`src/rtl/core/cctc_pkg.sv`:
```
// ----------------------------------------------------------------------------
// cctc_pkg
// Shared types, codes and calendar helpers for the calendar clock unit.
// ----------------------------------------------------------------------------
package cctc_pkg;

  // Request kinds carried on the input tuser
  localparam logic [1:0] OP_TICK = 2'd0;
  localparam logic [1:0] OP_LOAD = 2'd1;
  localparam logic [1:0] OP_CMP  = 2'd2;

  // Compare result codes
  localparam logic [1:0] ORD_LESS = 2'd0;
  localparam logic [1:0] ORD_EQ   = 2'd1;
  localparam logic [1:0] ORD_MORE = 2'd2;

  // Field widths
  localparam int unsigned SecW   = 6;
  localparam int unsigned MinW   = 6;
  localparam int unsigned HourW  = 5;
  localparam int unsigned DayW   = 5;
  localparam int unsigned MonW   = 4;
  localparam int unsigned YearW  = 16;
  localparam int unsigned TdataW = 48;

  // Divisibility by 25: multiply by the inverse of 25 mod 2^16, then a
  // multiple of 25 maps to at most (2^16 - 1) / 25
  localparam logic [YearW-1:0] Inv25 = 16'd23593;
  localparam logic [YearW-1:0] Max25 = 16'd2621;

  // Control into one cell
  typedef struct packed {
    logic load;
  } cell_ctrl_t;

  // Data handed from one cell to the next more significant cell
  typedef struct packed {
    logic       carry;
    logic [1:0] ord;
  } cell_link_t;

  // Gregorian rule: div by 4 and not by 100, or div by 400
  function automatic logic is_leap(input logic [YearW-1:0] y);
    logic [YearW-1:0] prod;
    logic             div25;
    prod  = y * Inv25;
    div25 = (prod <= Max25);
    return ((y[1:0] == 2'b00) && !div25) || ((y[3:0] == 4'b0000) && div25);
  endfunction

  // Length of a month; codes outside 1..12 fall back to the long month
  function automatic logic [DayW-1:0] days_in_month(input logic [MonW-1:0] m,
                                                    input logic leap);
    logic [DayW-1:0] len;
    unique case (m)
      4'd4, 4'd6, 4'd9, 4'd11: len = 5'd30;
      4'd2:                    len = leap ? 5'd29 : 5'd28;
      default:                 len = 5'd31;
    endcase
    return len;
  endfunction

endpackage

```
`src/rtl/core/cctc_cell.sv`:
```
// ----------------------------------------------------------------------------
// cctc_cell
// One calendar field: holds its count, advances or wraps on carry, takes a load,
// and passes carry and compare order up to the next field.
// ----------------------------------------------------------------------------
module cctc_cell
  import cctc_pkg::*;
#(
  parameter int unsigned      WIDTH     = 6,
  parameter logic [WIDTH-1:0] RST_VAL   = '0,
  parameter logic [WIDTH-1:0] FIRST_VAL = '0
) (
  input  logic             clk,
  input  logic             rst_n,
  input  cell_ctrl_t       ctrl,
  input  logic [WIDTH-1:0] din,
  input  logic [WIDTH-1:0] last_val,
  input  cell_link_t       link_in,
  output cell_link_t       link_out,
  output logic [WIDTH-1:0] count,
  output logic [WIDTH-1:0] count_nxt
);

  logic [WIDTH-1:0] count_r;
  logic             at_last;

  assign at_last = (count_r == last_val);

  // Advance or wrap on carry, overwrite on load
  always_comb begin
    priority if (ctrl.load) begin
      count_nxt = din;
    end else if (link_in.carry) begin
      count_nxt = at_last ? FIRST_VAL : count_r + 1'b1;
    end else begin
      count_nxt = count_r;
    end
  end

  // Pass carry up; a differing field overrides the lower-field order
  always_comb begin
    link_out.carry = link_in.carry && at_last;
    if (count_r > din) begin
      link_out.ord = ORD_MORE;
    end else if (count_r < din) begin
      link_out.ord = ORD_LESS;
    end else begin
      link_out.ord = link_in.ord;
    end
  end

  always_ff @(posedge clk) begin
    if (!rst_n) begin
      count_r <= RST_VAL;
    end else begin
      count_r <= count_nxt;
    end
  end

  assign count = count_r;

endmodule

```
`src/rtl/core/calendar_clock_tick_compare_unit.sv`:
```
// ----------------------------------------------------------------------------
// calendar_clock_tick_compare_unit
// Calendar clock (second to year) with tick, load and compare requests.
// ----------------------------------------------------------------------------
// The unit takes one request per clock while in_tready is high and returns
// one result per request, in the cycle after it is accepted, in order. The
// six calendar fields sit in a row of cells from second to year; the tick
// carry and the compare order ripple combinationally through that row and
// every cell updates at the clock edge, so the clock period is set by that
// six-cell cascade plus the day-limit lookup. A single output register holds
// the result; while it waits for out_tready a new request is still taken as
// long as the result is consumed in the same cycle. A load with any field out
// of range is refused, flagged by load_error, and leaves the time unchanged.
// After reset the time is 1 January 1970, 00:00:00.
// ----------------------------------------------------------------------------
module calendar_clock_tick_compare_unit
  import cctc_pkg::*;
(
  input  logic              clk,
  input  logic              rst_n,
  input  logic              in_tvalid,
  output logic              in_tready,
  // [5:0] in_second, [11:6] in_minute, [16:12] in_hour, [21:17] in_day,
  // [25:22] in_month, [41:26] in_year, [47:42] zero
  input  logic [TdataW-1:0] in_tdata,
  // [1:0] op
  input  logic [1:0]        in_tuser,
  output logic              out_tvalid,
  input  logic              out_tready,
  // [5:0] cur_second, [11:6] cur_minute, [16:12] cur_hour, [21:17] cur_day,
  // [25:22] cur_month, [41:26] cur_year, [43:42] order, [44] load_error,
  // [45] leap_year, [47:46] zero
  output logic [TdataW-1:0] out_tdata
);

  logic [SecW-1:0]  in_second;
  logic [MinW-1:0]  in_minute;
  logic [HourW-1:0] in_hour;
  logic [DayW-1:0]  in_day;
  logic [MonW-1:0]  in_month;
  logic [YearW-1:0] in_year;

  assign in_second = in_tdata[5:0];
  assign in_minute = in_tdata[11:6];
  assign in_hour   = in_tdata[16:12];
  assign in_day    = in_tdata[21:17];
  assign in_month  = in_tdata[25:22];
  assign in_year   = in_tdata[41:26];

  logic in_fire;
  logic out_valid_r;

  assign in_tready = !out_valid_r || out_tready;
  assign in_fire   = in_tvalid && in_tready;

  // Current field values and their next values
  logic [SecW-1:0]  sec_q,  sec_nxt;
  logic [MinW-1:0]  min_q,  min_nxt;
  logic [HourW-1:0] hour_q, hour_nxt;
  logic [DayW-1:0]  day_q,  day_nxt;
  logic [MonW-1:0]  mon_q,  mon_nxt;
  logic [YearW-1:0] year_q, year_nxt;

  // Validate a load against the month length of the loaded year
  logic            load_ok;
  logic [DayW-1:0] load_dim;

  assign load_dim = days_in_month(in_month, is_leap(in_year));
  assign load_ok  = (in_second < 6'd60) && (in_minute < 6'd60) &&
                    (in_hour < 5'd24) && (in_month >= 4'd1) &&
                    (in_month <= 4'd12) && (in_day >= 5'd1) &&
                    (in_day <= load_dim);

  logic       is_tick, is_load, is_cmp;
  cell_ctrl_t ctrl;

  assign is_tick   = (in_tuser == OP_TICK);
  assign is_load   = (in_tuser == OP_LOAD);
  assign is_cmp    = (in_tuser == OP_CMP);
  assign ctrl.load = in_fire && is_load && load_ok;

  // Day limit of the stored month
  logic [DayW-1:0] cur_dim;
  assign cur_dim = days_in_month(mon_q, is_leap(year_q));

  // Links between cells, second first
  cell_link_t link_sec_in, link_sec, link_min, link_hour, link_day, link_mon;
  cell_link_t link_year;

  assign link_sec_in.carry = in_fire && is_tick;
  assign link_sec_in.ord   = ORD_EQ;

  cctc_cell #(.WIDTH(SecW), .RST_VAL(6'd0), .FIRST_VAL(6'd0)) u_sec (
    .clk, .rst_n, .ctrl, .din(in_second), .last_val(6'd59),
    .link_in(link_sec_in), .link_out(link_sec), .count(sec_q), .count_nxt(sec_nxt)
  );

  cctc_cell #(.WIDTH(MinW), .RST_VAL(6'd0), .FIRST_VAL(6'd0)) u_min (
    .clk, .rst_n, .ctrl, .din(in_minute), .last_val(6'd59),
    .link_in(link_sec), .link_out(link_min), .count(min_q), .count_nxt(min_nxt)
  );

  cctc_cell #(.WIDTH(HourW), .RST_VAL(5'd0), .FIRST_VAL(5'd0)) u_hour (
    .clk, .rst_n, .ctrl, .din(in_hour), .last_val(5'd23),
    .link_in(link_min), .link_out(link_hour), .count(hour_q), .count_nxt(hour_nxt)
  );

  cctc_cell #(.WIDTH(DayW), .RST_VAL(5'd1), .FIRST_VAL(5'd1)) u_day (
    .clk, .rst_n, .ctrl, .din(in_day), .last_val(cur_dim),
    .link_in(link_hour), .link_out(link_day), .count(day_q), .count_nxt(day_nxt)
  );

  cctc_cell #(.WIDTH(MonW), .RST_VAL(4'd1), .FIRST_VAL(4'd1)) u_mon (
    .clk, .rst_n, .ctrl, .din(in_month), .last_val(4'd12),
    .link_in(link_day), .link_out(link_mon), .count(mon_q), .count_nxt(mon_nxt)
  );

  cctc_cell #(.WIDTH(YearW), .RST_VAL(16'd1970), .FIRST_VAL(16'd0)) u_year (
    .clk, .rst_n, .ctrl, .din(in_year), .last_val(16'hFFFF),
    .link_in(link_mon), .link_out(link_year), .count(year_q), .count_nxt(year_nxt)
  );

  // Result register
  logic [SecW-1:0]  out_sec_r;
  logic [MinW-1:0]  out_min_r;
  logic [HourW-1:0] out_hour_r;
  logic [DayW-1:0]  out_day_r;
  logic [MonW-1:0]  out_mon_r;
  logic [YearW-1:0] out_year_r;
  logic [1:0]       out_ord_r;
  logic             out_err_r;
  logic             out_valid_nxt;

  always_comb begin
    priority if (in_fire) begin
      out_valid_nxt = 1'b1;
    end else if (out_tready) begin
      out_valid_nxt = 1'b0;
    end else begin
      out_valid_nxt = out_valid_r;
    end
  end

  always_ff @(posedge clk) begin
    if (!rst_n) begin
      out_valid_r <= 1'b0;
    end else begin
      out_valid_r <= out_valid_nxt;
    end
  end

  // Capture the time after this request plus its flags
  always_ff @(posedge clk) begin
    if (in_fire) begin
      out_sec_r  <= sec_nxt;
      out_min_r  <= min_nxt;
      out_hour_r <= hour_nxt;
      out_day_r  <= day_nxt;
      out_mon_r  <= mon_nxt;
      out_year_r <= year_nxt;
      out_ord_r  <= is_cmp ? link_year.ord : ORD_EQ;
      out_err_r  <= is_load && !load_ok;
    end
  end

  assign out_tvalid = out_valid_r;
  assign out_tdata  = {2'b00, is_leap(out_year_r), out_err_r, out_ord_r, out_year_r,
                       out_mon_r, out_day_r, out_hour_r, out_min_r, out_sec_r};

endmodule

```
`config.mk`:
```
export PLATFORM = sky130hd
export DESIGN_NAME = calendar_clock_tick_compare_unit
export DESIGN_NICKNAME = d
export VERILOG_FILES = /design/src/rtl/core/cctc_pkg.sv /design/src/rtl/core/cctc_cell.sv /design/src/rtl/core/calendar_clock_tick_compare_unit.sv
export SDC_FILE = /design/constraint.sdc
export NUM_CORES = 1
export LEC_CHECK = 0
export ABC_AREA = 1
export BUFFER_PORTS_ARGS = -buffer_cell sky130_fd_sc_hd__buf_2
export CAP_MARGIN = 20
export CORE_ASPECT_RATIO = 2
export CORE_MARGIN = 2
export CORE_UTILIZATION = 40
export DETAILED_ROUTE_END_ITERATION = 10
export GPL_ROUTABILITY_DRIVEN = 0
export PLACE_DENSITY = 0.58
export SKIP_LAST_GASP = 1
export SYNTH_ARGS = -nofsm -noshare
export SYNTH_HDL_FRONTEND = slang
export SYNTH_SLANG_ARGS = --single-unit
```
`constraint.sdc`:
```
create_clock -name clk -period 10.9 [get_ports clk]
set_input_delay 2.18 -clock clk [delete_from_list [all_inputs] [get_ports clk]]
set_output_delay 2.18 -clock clk [all_outputs]
set_load 0.01 [all_outputs]
```
== After elaboration in Yosys (flattened, before gate mapping) ==
Index checks and enable logic that the tools add are counted.

* Output and inout port bits: 50
* Logic and storage cells: 141
* Register bits after elaboration: 88

* Muxes and demuxes: 36
* $add $sub $neg: 6
* Equality and inequality tests: 18
* Reductions and logical operators: 41
* Multiply operators: 3
* Magnitude comparators: 22

{| class="wikitable"
|+ Operators by type and width
! cell !! number
|-
| $le A16 B12 Y1 const B || 3
|-
| $mul A16 B15 Y16 const B || 3
|-
| $mux W16 || 3
|-
| $mux W6 || 6
|-
| $mux W5 || 6
|-
| $logic_and A1 B1 Y1 || 22
|-
| $mux W2 || 11
|-
| $eq A4 B4 Y1 const B || 5
|-
| $add A16 B1 Y16 const B || 1
|-
| $eq A16 B16 Y1 const B || 1
|-
| $eq A4 B3 Y1 const B || 4
|-
| $gt A16 B16 Y1 || 1
|-
| $lt A16 B16 Y1 || 1
|-
| $add A6 B1 Y6 const B || 2
|-
| $eq A6 B6 Y1 const B || 2
|-
| $gt A6 B6 Y1 || 2
|-
| $logic_not A4 Y1 || 3
|-
| $lt A6 B6 Y1 || 2
|-
| $lt A6 B6 Y1 const B || 2
|-
| $mux W4 || 3
|-
| $add A5 B1 Y5 const B || 2
|-
| $gt A5 B5 Y1 || 2
|-
| $lt A5 B5 Y1 || 2
|-
| $eq A4 B2 Y1 const B || 2
|-
| 19 further kinds || 35
|}

== Depth between registers and ports, before layout ==
* Depth in word-level cells: 13
* Depth in mapped cells: 33
* Mapped depth without buffers: 32

== Cells and area by module ==
From an unflattened synthesis, not the netlist that was laid out.

* Cells, all modules: 1,672
* Area total of the unflattened synthesis: 12,223.0 um^2

{| class="wikitable"
|+ Modules (own cells, without submodules)
! module !! area each (um^2) !! times used !! seq. area each (um^2) !! cells each
|-
| calendar_clock_tick_compare_unit || 7,365.8 || 1 || 1,371.3 || 855
|-
| cctc_cell at u_year || 1,906.8 || 1 || 320.3 || 324
|-
| cctc_cell at u_min ... || 680.7 || 2 || 120.1 || 110
|-
| cctc_cell at u_hour || 589.3 || 1 || 100.1 || 92
|-
| cctc_cell at u_day || 546.8 || 1 || 100.1 || 98
|-
| cctc_cell at u_mon || 452.9 || 1 || 80.1 || 83
|}

== Worst setup path after synthesis ==
Ideal clock, no wire load.

* Path type: in2reg
* Start: in in_tdata[26]
* End: reg out_min_r[1] (data pin)
* Required time: 10,641 ps
* Setup time: 259 ps
* Cell stages on the path: 25
* Slack: 3,721 ps
* Arrival time: 6,920 ps
* Buffers on the path: 1
* Path through: ha_1 ha_1 inv_1 fa_1 fa_1 fa_1 inv_1 ha_1 xor2_1 xnor2_1 xnor2_1 xnor2_1 o22ai_1 a21oi_1 o21ai_0 o21ai_0 a21oi_1 ha_1 a21oi_1 o2111ai_1 nand3_1 clkbuf_1 o21ai_0 inv_1 a21oi_1

* Longest elaborated chain between the ends: 11
* Elaborated cells between the ends (all ways): 14
* Classes of those cells: mul (1); order compare (2); mux (3); reduce/logical (8)

{| class="wikitable"
|+ RTL lines
! what !! line !! source
|-
| start, declared || calendar_clock_tick_compare_unit.sv:25 || <nowiki>input logic [TdataW-1:0] in_tdata,</nowiki>
|-
| $mul A16 B15 Y16 || cctc_pkg.sv:46 || <nowiki>prod = y * Inv25;</nowiki>
|-
| $le A16 B12 Y1 || cctc_pkg.sv:47 || <nowiki>div25 = (prod <= Max25);</nowiki>
|-
| $logic_not A1 Y1 || cctc_pkg.sv:48 || <nowiki>return ((y[1:0] == 2'b00) && !div25) || ((y[3:0] == 4'b0000) && div25);</nowiki>
|-
| $logic_and A1 B1 Y1 || cctc_pkg.sv:48 ||
|-
| $logic_or A1 B1 Y1 * || cctc_pkg.sv:48 ||
|-
| $mux W1 * || cctc_pkg.sv:57 || <nowiki>4'd2: len = leap ? 5'd29 : 5'd28;</nowiki>
|-
| $pmux W2 S2 * || cctc_pkg.sv:55 || <nowiki>unique case (m)</nowiki>
|-
| $le A5 B5 Y1 * || calendar_clock_tick_compare_unit.sv:72 || <nowiki>(in_day <= load_dim);</nowiki>
|-
| $logic_and A1 B1 Y1 * || calendar_clock_tick_compare_unit.sv:71 || <nowiki>(in_month <= 4'd12) && (in_day >= 5'd1) &&</nowiki>
|-
| $logic_and A1 B1 Y1 * || calendar_clock_tick_compare_unit.sv:80 || <nowiki>assign ctrl.load = in_fire && is_load && load_ok;</nowiki>
|-
| $mux W6 * || cctc_cell.sv:31 || <nowiki>priority if (ctrl.load) begin</nowiki>
|-
| named net min_nxt[1] || calendar_clock_tick_compare_unit.sv:58 || <nowiki>logic [MinW-1:0] min_q, min_nxt;</nowiki>
|-
| end signal, assigned || calendar_clock_tick_compare_unit.sv:156 || <nowiki>out_min_r <= min_nxt;</nowiki>
|-
| end, declared || calendar_clock_tick_compare_unit.sv:125 || <nowiki>logic [MinW-1:0] out_min_r;</nowiki>
|}

The timed path passes the listed nets; every way through them passes the cells marked *.
A chain may end at the register's enable or synchronous reset.

== Worst setup path in the final report ==
* Start: in in_tdata[26]
* End: reg out_year_r[1] (data pin)

* Longest elaborated chain between the ends: 11
* Elaborated cells between the ends (all ways): 14
* Classes of those cells: mul (1); order compare (2); mux (3); reduce/logical (8)

{| class="wikitable"
|+ RTL lines
! what !! line !! source
|-
| $mul A16 B15 Y16 || cctc_pkg.sv:46 ||
|-
| $le A16 B12 Y1 || cctc_pkg.sv:47 ||
|-
| $logic_not A1 Y1 || cctc_pkg.sv:48 ||
|-
| $logic_and A1 B1 Y1 || cctc_pkg.sv:48 ||
|-
| $logic_or A1 B1 Y1 * || cctc_pkg.sv:48 ||
|-
| $mux W1 * || cctc_pkg.sv:57 ||
|-
| $pmux W2 S2 * || cctc_pkg.sv:55 ||
|-
| $le A5 B5 Y1 * || calendar_clock_tick_compare_unit.sv:72 ||
|-
| $logic_and A1 B1 Y1 * || calendar_clock_tick_compare_unit.sv:71 ||
|-
| $logic_and A1 B1 Y1 * || calendar_clock_tick_compare_unit.sv:80 ||
|-
| $mux W16 * || cctc_cell.sv:31 ||
|-
| named net u_year.count_nxt[1] || cctc_cell.sv:21 || <nowiki>output logic [WIDTH-1:0] count_nxt</nowiki>
|-
| end signal, assigned || calendar_clock_tick_compare_unit.sv:160 || <nowiki>out_year_r <= year_nxt;</nowiki>
|-
| end, declared || calendar_clock_tick_compare_unit.sv:129 || <nowiki>logic [YearW-1:0] out_year_r;</nowiki>
|}

Marked as above.

==> results.yml <==
cts:
  cts_tree: "yes"
  post-cts-setup-buffers: 0
  cts-hold-fix-buffers: 0
  htree_levels: 3
  clock_sinks: 88
  clkTransAtPathRegs_ns: 0.07
  worstSkewPairLatency_ns: 0.36
  cts_made_buffers: 9
  ctsResizeCount: 0
  clock_path_buffers: 2
  clockRootBuffer: "clkbuf_16"
layout:
  final_cells: 1795
  final_area_mm2: 0.01199
  finalNetCount: 1791
  n_fill_cell: 2734
  num_antenna_cells: 0
  syn2layout_area_growth_pct: 10.50
  layout_commonest_cell: "inv_1"
  final_layout_size_suffix_gt1_share_pct: 9.813
  final_cell_mix: "inv_1 (301), nand2_1 (265), ha_1 (241)"
  final_core_util_pct: 44.72
floorplan:
  start_util_pct: 40.48
  die_w_um: 120.4
  io_pins: 104
  dieArea_mm2: 0.02853
  row_count: 85
  fp.dieH_um: 236.9
  core_mm2: 0.02680
setup_path:
  worst-path-max-fanout: 45
  cp.depth: 29
  cp-start-kind: "input pin"
  path_class: "in -> reg"
  cp_slowest_cell: "fa_1"
  required_ns: 11.11
  endpoint_kind: "register"
  reg2regPathDepth: 25
  critPathArrivalTime_ns: 8.49
  critPathBufInv: 6
  slowest_delay_ns: 0.55
  cpLargestDelayFamily: "adder cells"
synth:
  synthMuxAreaShare_pct: 0
  synth_top_family_by_area: "adder cells"
  yosysSeqAreaShare_pct: 20.39
  syn_area_per_cell_um2: 8.030
  syn_area_mm2: 0.01085
  synthAdderAreaFrac_pct: 37.76
  ys_warn_count: 0
  synth_compound_area_share_pct: 8.039
  synth_edf_count: 45
  async_reset_ff_share_pct: 0
  synth_top_area_share_pct: 27.80
  yosys.area.top_type: "ha_1"
  synthXorXnorAreaFrac_pct: 4.441
  ys_types: 53
  synth_seq_cells: 88
  synthCells: 1351
  synth-simple-area-share_pct: 17.64
  synth_ff_type: "edfxtp_1"
  synthTopCellsByArea: "ha_1 (28%), edfxtp_1 (12%), inv_1 (10%), fa_1 (10%), nand2_1 (9.2%)"
timing:
  fin_crit_sh_pct: 75.96
  fin_worst_skew_ns: 0.01368
  drv_slew: 0
  period_needed_ns: 8.280
  setup_viol: 0
  hold_slack_ns: 0.5251
  fin_ws_ns: 2.620
  slew_headroom_pct: 33.62
  hold_viol: 0
  worst-slew-pin-transition_ns: 0.9957
  fmax_ghz: 0.1208
  setup_tns_ns: 0
  rsz0062_at_grt: "false"
routing:
  vias_per_cell: 4.992
  routed_wl_um: 27970
  wl_per_cell_um: 15.58
  drc_errors: 0
  first_pass_iters: 4
  ant_nets: 0
  routed-via-count: 8961
  drt-initial-drc-count: 240
pwr:
  comb_power_share_pct: 55.5
  p_sw_mw: 0.6660
  swShare_pct: 42.68
  p_leak_nw: 6.525
  finalPower_mw: 1.560
  p_seq_share_pct: 24.5
  pwr-share-clk_pct: 20.0
  powerDensity_mw_per_mm2: 130.2
  intPower_mw: 0.8945
  vdd_drop_max_v: 0.0001151
placed_design:
  dp.cells: 1779
  hpwl_um: 23890
  placement.io_buffers: 95
  post_dp_cell_area_mm2: 0.01169
  post-place-ws_ns: 2.172
flow_run:
  cap_violations: 0
grt:
  grt-ovfl-total: 0
  grt_first_pass_wirelength_um: 45970
  grt_max_degree: 46
  grt_pass1_vias: 9228
  grtUsageTotal_pct: 20.57
  grt_antenna_before_repair: 1
worst_hold_path:
  hold_path.class: "reg -> reg"
  whs_path_depth: 2
status:
  outcome: "complete, no violations"
[path summary, 6_finish.rpt]
check	from	end	slack, ns
setup / recovery	in_tdata[26]	out_year_r[1]	2.62
hold reg to reg	out_tvalid	out_tvalid	0.53
hold / removal	out_tvalid	out_tvalid	0.53
setup reg to reg	u_year.count[2]	out_year_r[9]	4.51
[synth_stat cells (2+ instances only)]
| library cell | count |
|---|---|
| a2111oi_0 | 2 |
| a211oi_1 | 3 |
| a21oi_1 | 73 |
| a21oi_2 | 2 |
| buf_2 | 9 |
| buf_4 | 3 |
| clkbuf_1 | 7 |
| dfxtp_1 | 43 |
| edfxtp_1 | 45 |
| fa_1 | 54 |
| ha_1 | 241 |
| inv_1 | 302 |
| inv_2 | 6 |
| nand2_1 | 265 |
| nand2_2 | 5 |
| nand3_1 | 55 |
| nand3_2 | 4 |
| nand3b_1 | 7 |
| nand4_1 | 22 |
| nor2_1 | 49 |
| nor3_1 | 9 |
| nor3b_1 | 2 |
| nor4_1 | 9 |
| o2111ai_1 | 2 |
| o211ai_1 | 11 |
| o21ai_0 | 26 |
| o21ai_1 | 5 |
| o21bai_1 | 5 |
| o221ai_1 | 5 |
| o22ai_1 | 2 |
| o311ai_0 | 2 |
| or2_2 | 2 |
| xnor2_1 | 30 |
| xor2_1 | 25 |
[area by class of cell]
type	count	area [µm²]	share of cell area [%]
Multi-Input combinational cell	935	7376	61.53
Clock inverter	7	72.57	0.6054
Timing Repair Buffer	99	505.5	4.217
Inverter	309	1160	9.676
Tap cell	348	435.4	3.633
Sequential cell	88	2212	18.46
Clock buffer	9	225.2	1.879
[per-layer routing]
metal / global-route usage (%) / vias up / part of all wire [%]
li1: - / 4550 / -
met1: 18.74 / 4186 / 33
met2: 42.84 / 160 / 59
met3: 2.144 / 65 / 2.5
met4: 10.01 / 0 / 5.3
met5: 0 / - / 0
[power by group through the flow]
stage / logic, mW / clock network, mW / registers [mW]
after floorplan: 0.662 / 0 / 0.389
after global placement: 0.856 / 0 / 0.390
after detailed placement: 0.878 / 0 / 0.390
after CTS: 0.889 / 0.320 / 0.383
after global routing: 1.03 / 0.332 / 0.385
final: 0.866 / 0.312 / 0.382
[worst register-to-register path: cells and delay by family (launching register included)]
| family | cells | cell delay [ns] |
|---|---|---|
| fa+ha+maj | 7 | 2.80 |
| simple gates | 12 | 2.10 |
| flops | 1 | 0.60 |
| compound gates | 2 | 0.42 |
| buf+inv | 4 | 0.26 |
[registers in the layout, summed over array words and instances, names as in the netlist]
name,flops
out_year_r,16
u_year.count,16
out_mon_r,4
u_min.count,6
out_hour_r,5
out_sec_r,6
out_min_r,6
out_err_r,1
u_hour.count,5
out_ord_r,2
u_sec.count,6
out_day_r,5
u_day.count,5
out_tvalid,1
u_mon.count,4
[logic make-up after synthesis]
logic type | count (synthesis)
adders and majority gates | 295
other | 1
buffers and inverters | 329
AOI/OAI and AO/OA | 148
DFF | 88
xor gates and xnor gates | 55
and+or+nand+nor | 435
No activity file was read; power rests on OpenSTA's default activity.
